### src/rtl/core/ptfm_pkg.sv
`default_nettype none

package ptfm_pkg;

	// field widths
	localparam int MAC_W = 48;
	localparam int RUN_W = 32;
	localparam int THR_W = 16;

	// stream payload widths; the data widths are padded to whole bytes
	localparam int S_DATA_W = 56;  // dest_mac, tx_failed
	localparam int M_DATA_W = 88;  // notify, notify_mac, fail_run
	localparam int M_USER_W = 2;   // was_broadcast, table_full

	// broadcast destination: every address byte is 0xff
	localparam logic [MAC_W-1:0] BCAST_MAC = {(MAC_W / 8){8'hff}};

	// remainder unit: dividend bits retired per cycle
	localparam int REM_BPC   = 2;
	localparam int REM_STEPS = RUN_W / REM_BPC;
	localparam int REM_CNT_W = $clog2(REM_STEPS);

	localparam logic [THR_W-1:0] THR_RESET = THR_W'(1);

	// one row of the destination table
	typedef struct packed {
		logic             notified;
		logic [RUN_W-1:0] run;
		logic [MAC_W-1:0] mac;
	} entry_t;

	// status from the remainder unit to the sequencer
	typedef struct packed {
		logic done;
		logic zero;
	} rem_stat_t;

endpackage

`default_nettype wire

### src/rtl/core/ptfm_table.sv
`default_nettype none

module ptfm_table #(
	parameter int TABLE_ENTRIES = 32
) (
	input  wire logic                                            clk,
	input  wire logic                                            rd_en,
	input  wire logic [((TABLE_ENTRIES > 1) ? $clog2(TABLE_ENTRIES) : 1)-1:0] rd_addr,
	output ptfm_pkg::entry_t                                     rd_data,
	input  wire logic                                            wr_en,
	input  wire logic [((TABLE_ENTRIES > 1) ? $clog2(TABLE_ENTRIES) : 1)-1:0] wr_addr,
	input  wire ptfm_pkg::entry_t                                wr_data
);

	ptfm_pkg::entry_t mem_q [TABLE_ENTRIES];
	ptfm_pkg::entry_t rd_data_q;

	// single write port
	always_ff @(posedge clk) begin
		if (wr_en) begin
			mem_q[wr_addr] <= wr_data;
		end
	end

	// registered read port
	always_ff @(posedge clk) begin
		if (rd_en) begin
			rd_data_q <= mem_q[rd_addr];
		end
	end

	assign rd_data = rd_data_q;

endmodule

`default_nettype wire

### src/rtl/core/ptfm_rem.sv
`default_nettype none

module ptfm_rem (
	input  wire logic                          clk,
	input  wire logic                          arst_n,
	input  wire logic                          start,
	input  wire logic [ptfm_pkg::RUN_W-1:0]    dividend,
	input  wire logic [ptfm_pkg::THR_W-1:0]    divisor,
	output ptfm_pkg::rem_stat_t                stat
);

	logic [ptfm_pkg::RUN_W-1:0]     dvd_q;
	logic [ptfm_pkg::THR_W-1:0]     rem_q;
	logic [ptfm_pkg::THR_W-1:0]     div_q;
	logic [ptfm_pkg::REM_CNT_W-1:0] cnt_q;
	logic                           busy_q;
	logic                           done_q;

	logic [ptfm_pkg::RUN_W-1:0]     dvd_nxt;
	logic [ptfm_pkg::THR_W-1:0]     rem_nxt;

	// restoring remainder, REM_BPC shift/compare/subtract steps per cycle
	always_comb begin
		logic [ptfm_pkg::THR_W:0] t;
		logic [ptfm_pkg::THR_W:0] d;
		rem_nxt = rem_q;
		dvd_nxt = dvd_q;
		d       = {1'b0, div_q};
		for (int k = 0; k < ptfm_pkg::REM_BPC; k++) begin
			t       = {rem_nxt, dvd_nxt[ptfm_pkg::RUN_W-1]};
			dvd_nxt = {dvd_nxt[ptfm_pkg::RUN_W-2:0], 1'b0};
			if (t >= d) begin
				rem_nxt = ptfm_pkg::THR_W'(t - d);
			end else begin
				rem_nxt = t[ptfm_pkg::THR_W-1:0];
			end
		end
	end

	always_ff @(posedge clk or negedge arst_n) begin
		if (!arst_n) begin
			busy_q <= 1'b0;
			done_q <= 1'b0;
			cnt_q  <= '0;
			dvd_q  <= '0;
			rem_q  <= '0;
			div_q  <= ptfm_pkg::THR_RESET;
		end else begin
			done_q <= 1'b0;
			if (start) begin
				dvd_q  <= dividend;
				rem_q  <= '0;
				// a zero threshold counts as one
				div_q  <= (divisor == '0) ? ptfm_pkg::THR_RESET : divisor;
				cnt_q  <= '0;
				busy_q <= 1'b1;
			end else if (busy_q) begin
				dvd_q <= dvd_nxt;
				rem_q <= rem_nxt;
				cnt_q <= cnt_q + 1'b1;
				if (cnt_q == ptfm_pkg::REM_CNT_W'(ptfm_pkg::REM_STEPS - 1)) begin
					busy_q <= 1'b0;
					done_q <= 1'b1;
				end
			end
		end
	end

	assign stat.done = done_q;
	assign stat.zero = (rem_q == '0);

endmodule

`default_nettype wire

### src/rtl/core/per_destination_tx_failure_monitor_top.sv
`default_nettype none

// Per-destination transmit failure monitor. Each input beat reports one sent frame
// (destination MAC, failed flag) and yields exactly one output beat. Broadcast frames
// are echoed with was_broadcast set; other destinations are tracked in a table of
// TABLE_ENTRIES rows, claimed in order and never released, so a new destination that
// finds all rows used is reported with table_full and not recorded. A failure bumps the
// entry's 32-bit run; notify rises when the run is a multiple of fail_threshold (zero
// acts as one). One frame is worked on at a time and s_tready is low meanwhile. Steps:
// a broadcast goes from the accept straight to the output state; otherwise the
// accept is followed by a serial read of the table through its single registered
// read port, one row a cycle over the rows in use, then a success goes through the
// update and output states and a failure also waits in the remainder state for the
// remainder unit, which retires 2 bits per cycle. A stalled output beat holds the
// block in its output state. The table needs no clearing pass after reset: a fill
// count marks which rows hold data.
module per_destination_tx_failure_monitor_top #(
	parameter int TABLE_ENTRIES = 32
) (
	input  wire logic                            clk,
	input  wire logic                            arst_n,
	// configuration: fail_threshold
	input  wire logic                            cfg_we,
	input  wire logic [ptfm_pkg::THR_W-1:0]      cfg_wdata,
	// input stream
	input  wire logic                            s_tvalid,
	output logic                                 s_tready,
	input  wire logic [ptfm_pkg::S_DATA_W-1:0]   s_tdata,   // dest_mac[47:0], tx_failed[48]
	// output stream
	output logic                                 m_tvalid,
	input  wire logic                            m_tready,
	output logic [ptfm_pkg::M_DATA_W-1:0]        m_tdata,   // notify[0], notify_mac[48:1],
	                                                        // fail_run[80:49]
	output logic [ptfm_pkg::M_USER_W-1:0]        m_tuser    // was_broadcast[0], table_full[1]
);

	localparam int IDX_W = (TABLE_ENTRIES > 1) ? $clog2(TABLE_ENTRIES) : 1;
	localparam int CNT_W = $clog2(TABLE_ENTRIES + 1);

	typedef enum logic [2:0] {
		ST_IDLE,
		ST_SCAN,
		ST_UPD,
		ST_MOD,
		ST_WB
	} state_t;

	state_t                          state_q;
	logic [ptfm_pkg::THR_W-1:0]      thr_q;
	logic [CNT_W-1:0]                fill_q;
	logic [CNT_W-1:0]                issue_q;
	logic                            pend_q;
	logic [IDX_W-1:0]                pend_idx_q;
	logic [IDX_W-1:0]                idx_q;
	logic [ptfm_pkg::MAC_W-1:0]      mac_q;
	logic                            failed_q;
	logic [ptfm_pkg::RUN_W-1:0]      run_q;
	logic                            notify_q;
	logic                            bcast_q;
	logic                            full_q;
	logic                            wr_q;
	logic                            m_tvalid_q;
	logic [ptfm_pkg::M_DATA_W-1:0]   m_tdata_q;
	logic [ptfm_pkg::M_USER_W-1:0]   m_tuser_q;

	logic                            in_acc;
	logic                            out_free;
	logic                            rd_en;
	logic                            rem_start;
	logic [ptfm_pkg::RUN_W-1:0]      run_inc;
	logic                            tbl_wr;
	ptfm_pkg::entry_t                rd_data;
	ptfm_pkg::entry_t                wr_data;
	ptfm_pkg::rem_stat_t             rem_stat;
	logic [ptfm_pkg::MAC_W-1:0]      in_mac;

	assign in_mac   = s_tdata[ptfm_pkg::MAC_W-1:0];
	assign s_tready = (state_q == ST_IDLE);
	assign in_acc   = s_tvalid && s_tready;
	assign out_free = !m_tvalid_q || m_tready;

	// serial table scan reads one used row per cycle
	assign rd_en     = (state_q == ST_SCAN) && (issue_q < fill_q);
	assign run_inc   = run_q + 1'b1;
	assign rem_start = (state_q == ST_UPD) && failed_q;

	assign tbl_wr           = (state_q == ST_WB) && wr_q && out_free;
	assign wr_data.notified = notify_q;
	assign wr_data.run      = run_q;
	assign wr_data.mac      = mac_q;

	// fail_threshold register
	always_ff @(posedge clk or negedge arst_n) begin
		if (!arst_n) begin
			thr_q <= ptfm_pkg::THR_RESET;
		end else if (cfg_we) begin
			thr_q <= cfg_wdata;
		end
	end

	// sequencer and output register
	always_ff @(posedge clk or negedge arst_n) begin
		if (!arst_n) begin
			state_q    <= ST_IDLE;
			fill_q     <= '0;
			issue_q    <= '0;
			pend_q     <= 1'b0;
			pend_idx_q <= '0;
			idx_q      <= '0;
			mac_q      <= '0;
			failed_q   <= 1'b0;
			run_q      <= '0;
			notify_q   <= 1'b0;
			bcast_q    <= 1'b0;
			full_q     <= 1'b0;
			wr_q       <= 1'b0;
			m_tvalid_q <= 1'b0;
			m_tdata_q  <= '0;
			m_tuser_q  <= '0;
		end else begin
			// beat taken and no new one loaded this cycle
			if (m_tready && !((state_q == ST_WB) && out_free)) begin
				m_tvalid_q <= 1'b0;
			end
			unique case (state_q)
				ST_IDLE: begin
					if (in_acc) begin
						mac_q    <= in_mac;
						failed_q <= s_tdata[ptfm_pkg::MAC_W];
						run_q    <= '0;
						notify_q <= 1'b0;
						full_q   <= 1'b0;
						wr_q     <= 1'b0;
						issue_q  <= '0;
						pend_q   <= 1'b0;
						bcast_q  <= (in_mac == ptfm_pkg::BCAST_MAC);
						state_q  <= (in_mac == ptfm_pkg::BCAST_MAC) ? ST_WB : ST_SCAN;
					end
				end
				ST_SCAN: begin
					// issue next read, compare last one's data
					pend_q     <= rd_en;
					pend_idx_q <= issue_q[IDX_W-1:0];
					if (rd_en) begin
						issue_q <= issue_q + 1'b1;
					end
					if (pend_q && (rd_data.mac == mac_q)) begin
						idx_q   <= pend_idx_q;
						run_q   <= rd_data.run;
						wr_q    <= 1'b1;
						state_q <= ST_UPD;
					end else if (!pend_q && !rd_en) begin
						// miss: claim the next free row or report full
						if (fill_q == CNT_W'(TABLE_ENTRIES)) begin
							full_q  <= 1'b1;
							state_q <= ST_WB;
						end else begin
							idx_q   <= fill_q[IDX_W-1:0];
							fill_q  <= fill_q + 1'b1;
							run_q   <= '0;
							wr_q    <= 1'b1;
							state_q <= ST_UPD;
						end
					end
				end
				ST_UPD: begin
					if (failed_q) begin
						run_q   <= run_inc;
						state_q <= ST_MOD;
					end else begin
						run_q    <= '0;
						notify_q <= 1'b0;
						state_q  <= ST_WB;
					end
				end
				ST_MOD: begin
					if (rem_stat.done) begin
						notify_q <= rem_stat.zero;
						state_q  <= ST_WB;
					end
				end
				ST_WB: begin
					if (out_free) begin
						m_tvalid_q <= 1'b1;
						m_tdata_q  <= ptfm_pkg::M_DATA_W'({run_q, mac_q, notify_q});
						m_tuser_q  <= {full_q, bcast_q};
						state_q    <= ST_IDLE;
					end
				end
				default: begin
					state_q <= ST_IDLE;
				end
			endcase
		end
	end

	assign m_tvalid = m_tvalid_q;
	assign m_tdata  = m_tdata_q;
	assign m_tuser  = m_tuser_q;

	ptfm_table #(
		.TABLE_ENTRIES(TABLE_ENTRIES)
	) u_table (
		.clk     (clk),
		.rd_en   (rd_en),
		.rd_addr (issue_q[IDX_W-1:0]),
		.rd_data (rd_data),
		.wr_en   (tbl_wr),
		.wr_addr (idx_q),
		.wr_data (wr_data)
	);

	ptfm_rem u_rem (
		.clk      (clk),
		.arst_n   (arst_n),
		.start    (rem_start),
		.dividend (run_inc),
		.divisor  (thr_q),
		.stat     (rem_stat)
	);

endmodule

`default_nettype wire

### config.mk
export PLATFORM = sky130hd
export DESIGN_NAME = per_destination_tx_failure_monitor_top
export DESIGN_NICKNAME = d
export VERILOG_FILES = /design/src/rtl/core/ptfm_pkg.sv /design/src/rtl/core/ptfm_table.sv /design/src/rtl/core/ptfm_rem.sv /design/src/rtl/core/per_destination_tx_failure_monitor_top.sv
export SDC_FILE = /design/constraint.sdc
export NUM_CORES = 2
export LEC_CHECK = 0
export BUFFER_PORTS_ARGS = -buffer_cell sky130_fd_sc_hd__buf_2
export CAP_MARGIN = 20
export CORE_ASPECT_RATIO = 1.75
export CORE_MARGIN = 2
export CORE_UTILIZATION = 41
export DETAILED_ROUTE_END_ITERATION = 12
export GPL_TIMING_DRIVEN = 0
export HOLD_SLACK_MARGIN = 0.06
export SLEW_MARGIN = 30
export SYNTH_ARGS = -nofsm -noshare
export SYNTH_HDL_FRONTEND = slang
export SYNTH_SLANG_ARGS = --single-unit
### constraint.sdc
create_clock -name clk -period 5.55 [get_ports clk]
set_clock_uncertainty 0.1 [all_clocks]
set_input_delay 0 -clock clk [delete_from_list [all_inputs] [get_ports clk]]
set_output_delay 0 -clock clk [all_outputs]
set_load 0.01 [all_outputs]
# Word-level counts from Yosys, hierarchy flattened
# Memories as Yosys holds them, arrays and structs flattened. A register that Yosys moved wholly into a read port is not among the register bits.
# Cells that the tools add are included.
# word_totals
reg_bits	281
latch_bits	0
mem_bits_rw	2592
rom_bits	0
in_bits	77
out_inout_bits	92
elab_cells	141
n_memories	1
# mem_list
memory	depth	width	rd	rd_ports_with_merged_regs	wr	line	rtl
u_table.mem_q	32	81	1	1	1	ptfm_table.sv:15	ptfm_pkg::entry_t mem_q [TABLE_ENTRIES];
# op_classes
add_sub_neg	6
mul	0
div	0
order_cmp	3
n_eq_ne	19
shifts	0
muxes	54
bitwise_logic	2
n_reduce_logical	33
# op_table
operator	n
32-bit two-way mux	7
32-bit one-hot mux with 3 select lines	1
16-bit two-way mux	5
48-bit equality test	1
48-bit equality test (second input constant)	1
17-bit by 16-bit greater-or-equal comparator with 1-bit output	2
32-bit by 1-bit adder with 32-bit output (second input constant)	1
16-bit logical NOT	2
16-bit subtractor	2
3-bit two-way mux	8
1-bit two-way mux	20
4-bit AND reduction	5
5-bit two-way mux	3
3-bit one-hot mux with 5 select lines	1
6-bit by 1-bit adder with 6-bit output (second input constant)	2
6-bit two-way mux	2
6-bit one-hot mux with 2 select lines	1
2-bit inequality test (second input constant)	5
1-bit logical AND	9
4-bit two-way mux	2
2-bit by 1-bit inequality test with 1-bit output (second input constant)	4
3-bit by 2-bit equality test with 1-bit output (second input constant)	2
6-bit equality test (second input constant)	1
6-bit less-than comparator	1
17 further kinds	29

# Logic depth before layout (Yosys ltp)
# depth
depth_word	8
depth_mapped	21

# Cells and area by module
# A second synthesis with hierarchy kept.
# hier_totals
cells_unflattened	6358
area_unflattened_um2	116200.2
# by_module_without_submodules
mod	n_inst	cells_per_inst	area_per_inst_um2
ptfm_table	1	4755	100949.3
per_destination_tx_failure_monitor_top	1	1029	10212.3
ptfm_rem	1	574	5038.6

# Least setup slack after synthesis
# OpenSTA, ideal clock, no wires.
# synth_timing
path_kind	reg-to-reg
start	register state_q[0]
end	memory u_table.mem_q[17][0] (netlist name), enable pin
setup_ps	519
arrival_ps	4944
required_ps	4931
slack_ps	-14
stages_incl_launch_ff	7
path_buffers	1
synth_period_minus_slack_ps	5564
cell_sequence	dfrtp_1 -> nor2_1 -> nand2_1 -> nor2_1 -> clkbuf_1 -> nand4b_1 -> nor2_1
# synth_between
elab_chain_cells	5
# synth_lines
item	line	rtl
from (decl)	per_destination_tx_failure_monitor_top.sv:48	state_t state_q;
from (signal assigned)	per_destination_tx_failure_monitor_top.sv:137	state_q <= (in_mac == ptfm_pkg::BCAST_MAC) ? ST_WB : ST_SCAN;
3-bit equality test	per_destination_tx_failure_monitor_top.sv:87	assign tbl_wr = (state_q == ST_WB) && wr_q && out_free;
1-bit logical AND (2 in series)	per_destination_tx_failure_monitor_top.sv:87	
1-bit two-way mux	ptfm_table.sv:20	if (wr_en) begin
1-bit two-way mux (not written as such)	ptfm_table.sv:21	mem_q[wr_addr] <= wr_data;
to (decl)	ptfm_table.sv:15	
# Every way passes these cells.

# Final worst setup path
# layout_timing
start	register u_rem.div_q[8] (netlist name)
end	register u_rem.rem_q[11] (netlist name)
# layout_between
elab_chain_cells	6
word_cells_on_any_way	8
classes_between	add/sub: 2; order compare: 2; mux: 4
# layout_lines
item	line	rtl
from (decl)	ptfm_rem.sv:14	logic [ptfm_pkg::THR_W-1:0] div_q;
from (signal assigned)	ptfm_rem.sv:47	div_q <= ptfm_pkg::THR_RESET;
from (signal assigned)	ptfm_rem.sv:54	div_q <= (divisor == '0) ? ptfm_pkg::THR_RESET : divisor;
16-bit subtractor or 17-bit by 16-bit greater-or-equal comparator with 1-bit output (tied branches)	ptfm_rem.sv:33, ptfm_rem.sv:32	
16-bit two-way mux	ptfm_rem.sv:32	if (t >= d) begin
16-bit subtractor or 17-bit by 16-bit greater-or-equal comparator with 1-bit output (tied branches)	ptfm_rem.sv:33, ptfm_rem.sv:32	
16-bit two-way mux *	ptfm_rem.sv:32	
16-bit two-way mux *	ptfm_rem.sv:57	end else if (busy_q) begin
16-bit two-way mux *	ptfm_rem.sv:50	if (start) begin
to (signal assigned)	ptfm_rem.sv:59	rem_q <= rem_nxt;
to (decl)	ptfm_rem.sv:13	logic [ptfm_pkg::THR_W-1:0] rem_q;
# Mark *: on every way between the ends. The rest lies on a longest branch, timed or not. The select of a mux whose other input is x is not followed.
# A chain may end at the register's enable or synchronous reset.

==> impl_metrics.tcl <==
set metrics [dict create \
    root_buffer "clkbuf_16" \
    place_area_um2 126000 \
    synthAdderAreaFrac 0.00497 \
    die_w_um 402 \
    maxCapViolCount 0 \
    synthMuxAreaShare 0.173 \
    hold_path_class "in -> reg" \
    synth_top_area_share 0.697 \
    n_fill_cell 21900 \
    yosys.area_share.simple 0.0282 \
    synth_top_family_by_area "multiplexers" \
    ios 169 \
    crit_slowest_cell "a221o_1" \
    post_drt_wl_per_cell_um 33.4 \
    cts_buffers 276 \
    layout.nets 6306 \
    synth_ff_type "edfxtp_1" \
    crit_required_ns 6.18 \
    fin_area_um2 136000 \
    synthArstFlopShare 0.0962 \
    dp_hpwl_mm 230 \
    status "finished, final reports clean" \
    drt_first_iter_violations 6986 \
    crit_arrival_ns 6.00 \
    yosysSeqAreaShare 0.759 \
    synth-xor-area-share 0.00778 \
    r2r_slack_ns 0.18 \
    insertion_delay_ns 0.88 \
    vias 59000 \
    fin_total_pwr_w 0.0643 \
    slew_headroom 0.287 \
    place_ws_ns -0.954 \
    ys_top_cells_by_count "2,640 x edfxtp_1, 800 x mux4_2, 472 x nand2_1, 279 x dfrtp_1, 212 x clkbuf_1" \
    route.detailed.drc 0 \
    peakVddDrop_mv 0.575 \
    track_usage 0.236 \
    post-route-min-period_ns 5.37 \
    io_buffers 153 \
    clk_pin_slew_ns 0.07 \
    cts.sinks 2921 \
    fin_ws_ns 0.181 \
    synth_compound_area_frac 0.0159 \
    area_growth_pct 19.8 \
    cts_buffer_depth 4 \
    die_y_um 701 \
    core-area_um2 276000 \
    worst_pin_slew_ns 1.07 \
    synth_warnings 0 \
    die-area_um2 282000 \
    grt_pass1_vias 61100 \
    fmax_mhz 186 \
    power.leakage_nw 46.9 \
    grt_antenna_before_repair 11 \
    overflow 0 \
    cp_cell_sequence "inv_1 -> ha_1 -> buf_2 -> a21oi_1 -> o21ai_0 -> a221o_1 -> o31a_1 -> nor2_4 -> buf_4 -> o21ai_0 -> ha_1 -> and2_1 -> a221o_1 -> a31o_2 -> nor3_1 -> a211oi_1 -> nor4_2 -> buf_6 -> buf_4 -> mux2i_1 -> a21oi_1" \
    slew_viol_final 0 \
    ant_nets 0 \
    rsz0062_at_grt "no" \
    yosys.area.top_type "edfxtp_1" \
    cts_tree "done" \
    yosysMostFrequentCell "edfxtp_1" \
    synth-seq-cells 2921 \
    first_pass_iters 6 \
    max_stage_delay_ns 0.43 \
    worst-setup-path-type "reg -> reg" \
    hold_violations 0 \
    power.density_nw_per_um2 472 \
    syn_avg_cell_area_um2 21.3 \
    crit_path_end_kind "flip-flop" \
    critPathMaxFanout 10 \
    start_util 0.412 \
    synthDistinctLibCells 64 \
    drive_above_1_share 0.312 \
    fp-row-count 255 \
    startpoint_type "flip-flop" \
    fin_crit_sh 0.967 \
    synth_edf_count 2640 \
    grt_pass1_wl_mm 466 \
    syn_area_um2 114000 \
    synth_cells 5348 \
    netlist_top_cells_area "edfxtp_1 70%, mux4_2 16%, dfrtp_1 6.1%" \
    wl_mm 334 \
    setup_viol 0 \
    viasPerCell 5.90 \
    grt_max_degree 84 \
    gp_congestion 0.868 \
    h-tree-depth 5 \
]
==> placed cells by master (no fill, tap or decap), drive strengths merged, types with 33 or more instances in the layout <==
cell | Yosys | final
mux2i | 45 | 45
xor2 | 44 | 44
nand3 | 33 | 33
nor2 | 95 | 95
buf | 61 | 463
a21oi | 41 | 41
xnor2 | 57 | 57
mux4 | 800 | 800
nand4 | 38 | 38
o21ai | 90 | 90
dfrtp | 279 | 279
nand2 | 472 | 472
edfxtp | 2640 | 2640
clkinv | 0 | 83
clkbuf | 212 | 579
dlygate4sd3 | 0 | 151
inv | 50 | 61
ha | 42 | 42
mux2 | 102 | 102
==> flip-flops by register name, indices dropped and copies added, names as in the netlist, 16 cells and up <==
register / flops
u_table.mem_q: 2560
m_tdata: 81
u_table.rd_data: 80
mac_q: 48
run_q: 32
u_rem.dvd_q: 32
thr_q: 16
u_rem.div_q: 16
u_rem.rem_q: 16
==> power by group <==
group	internal (W)	leakage [nW]	switching, W
Sequential	0.0267	29.7	0.00244
Clock	0.0104	4.25	0.00822
Combinational	0.00691	13.0	0.00966
Total	0.0440	46.9	0.0203
==> logic make-up after synthesis <==
group / after synthesis
compound gates: 270
flops: 2921
buf+inv: 323
mux: 947
other cells: 1
fa+ha+maj: 44
xor+xnor: 101
simple gates: 741
==> metal layers <==
metal,share of wire,wire [um],vias to the layer above,global-route usage
met1,0.35,116000,31600,0.276
met4,0.055,18500,4,0.112
met2,0.52,174000,2934,0.417
met5,0.000072,24,-,0
li1,-,-,23700,-
met3,0.077,25600,732,0.0440
==> cell type report <==
class / instances / area (um^2) / area share
Antenna cell: 6 / 15.0 / 0.000110
Tap cell: 3598 / 4500 / 0.0331
Inverter: 50 / 188 / 0.00138
Clock inverter: 114 / 1040 / 0.00761
Sequential cell: 2921 / 86400 / 0.635
Multi-Input combinational cell: 2110 / 26500 / 0.194
Buffer: 273 / 1270 / 0.00930
Timing Repair Buffer: 553 / 8660 / 0.0636
Clock buffer: 367 / 7630 / 0.0560
==> final timing paths <==
check                                from  depth (start not counted)              end
setup / recovery           u_rem.div_q[8]                         21  u_rem.rem_q[11]
hold / removal                   s_tvalid                          4       state_q[2]
setup reg to reg           u_rem.div_q[8]                         21  u_rem.rem_q[11]
hold reg to reg               m_tdata[78]                          2      m_tdata[78]
max in group asynchronous          arst_n                          5        mac_q[24]
min in group asynchronous          arst_n                          4   u_rem.rem_q[8]
==> stage by stage <==
step / cells / util / TNS (ns) / hold slack [ns]
after global routing: 9988 / 0.494 / 0 / 0.200
after detailed placement: 9347 / 0.456 / -11.77 / -0.0817
after global placement: 9105 / 0.432 / - / 0.120
after floorplan: 5354 / - / -8.25 / -0.396
final: 9992 / 0.494 / 0 / 0.153
after CTS: 9986 / 0.494 / 0 / 0.0732
==> what timing repair did <==
action | 4_1_cts | 5_1_grt
setup buffers | 6 | 0
hold buffers | 152 | 0
endpoints found under the hold margin | 397 | 0
resized for setup | 9 | 6
pin swaps | 6 | 3
endpoints found under the setup margin | 16 | 14
==> critical path: cells and delay by family (launching register included) <==
family / cells / cell delay (ns)
AOI/OAI and AO/OA: 9 / 2.20
adders and majority gates: 2 / 0.60
buffers and inverters: 5 / 0.90
DFF: 1 / 0.36
muxes: 1 / 0.28
and+or+nand+nor: 4 / 0.76
Note: power is estimated with default switching activity, not from simulation.
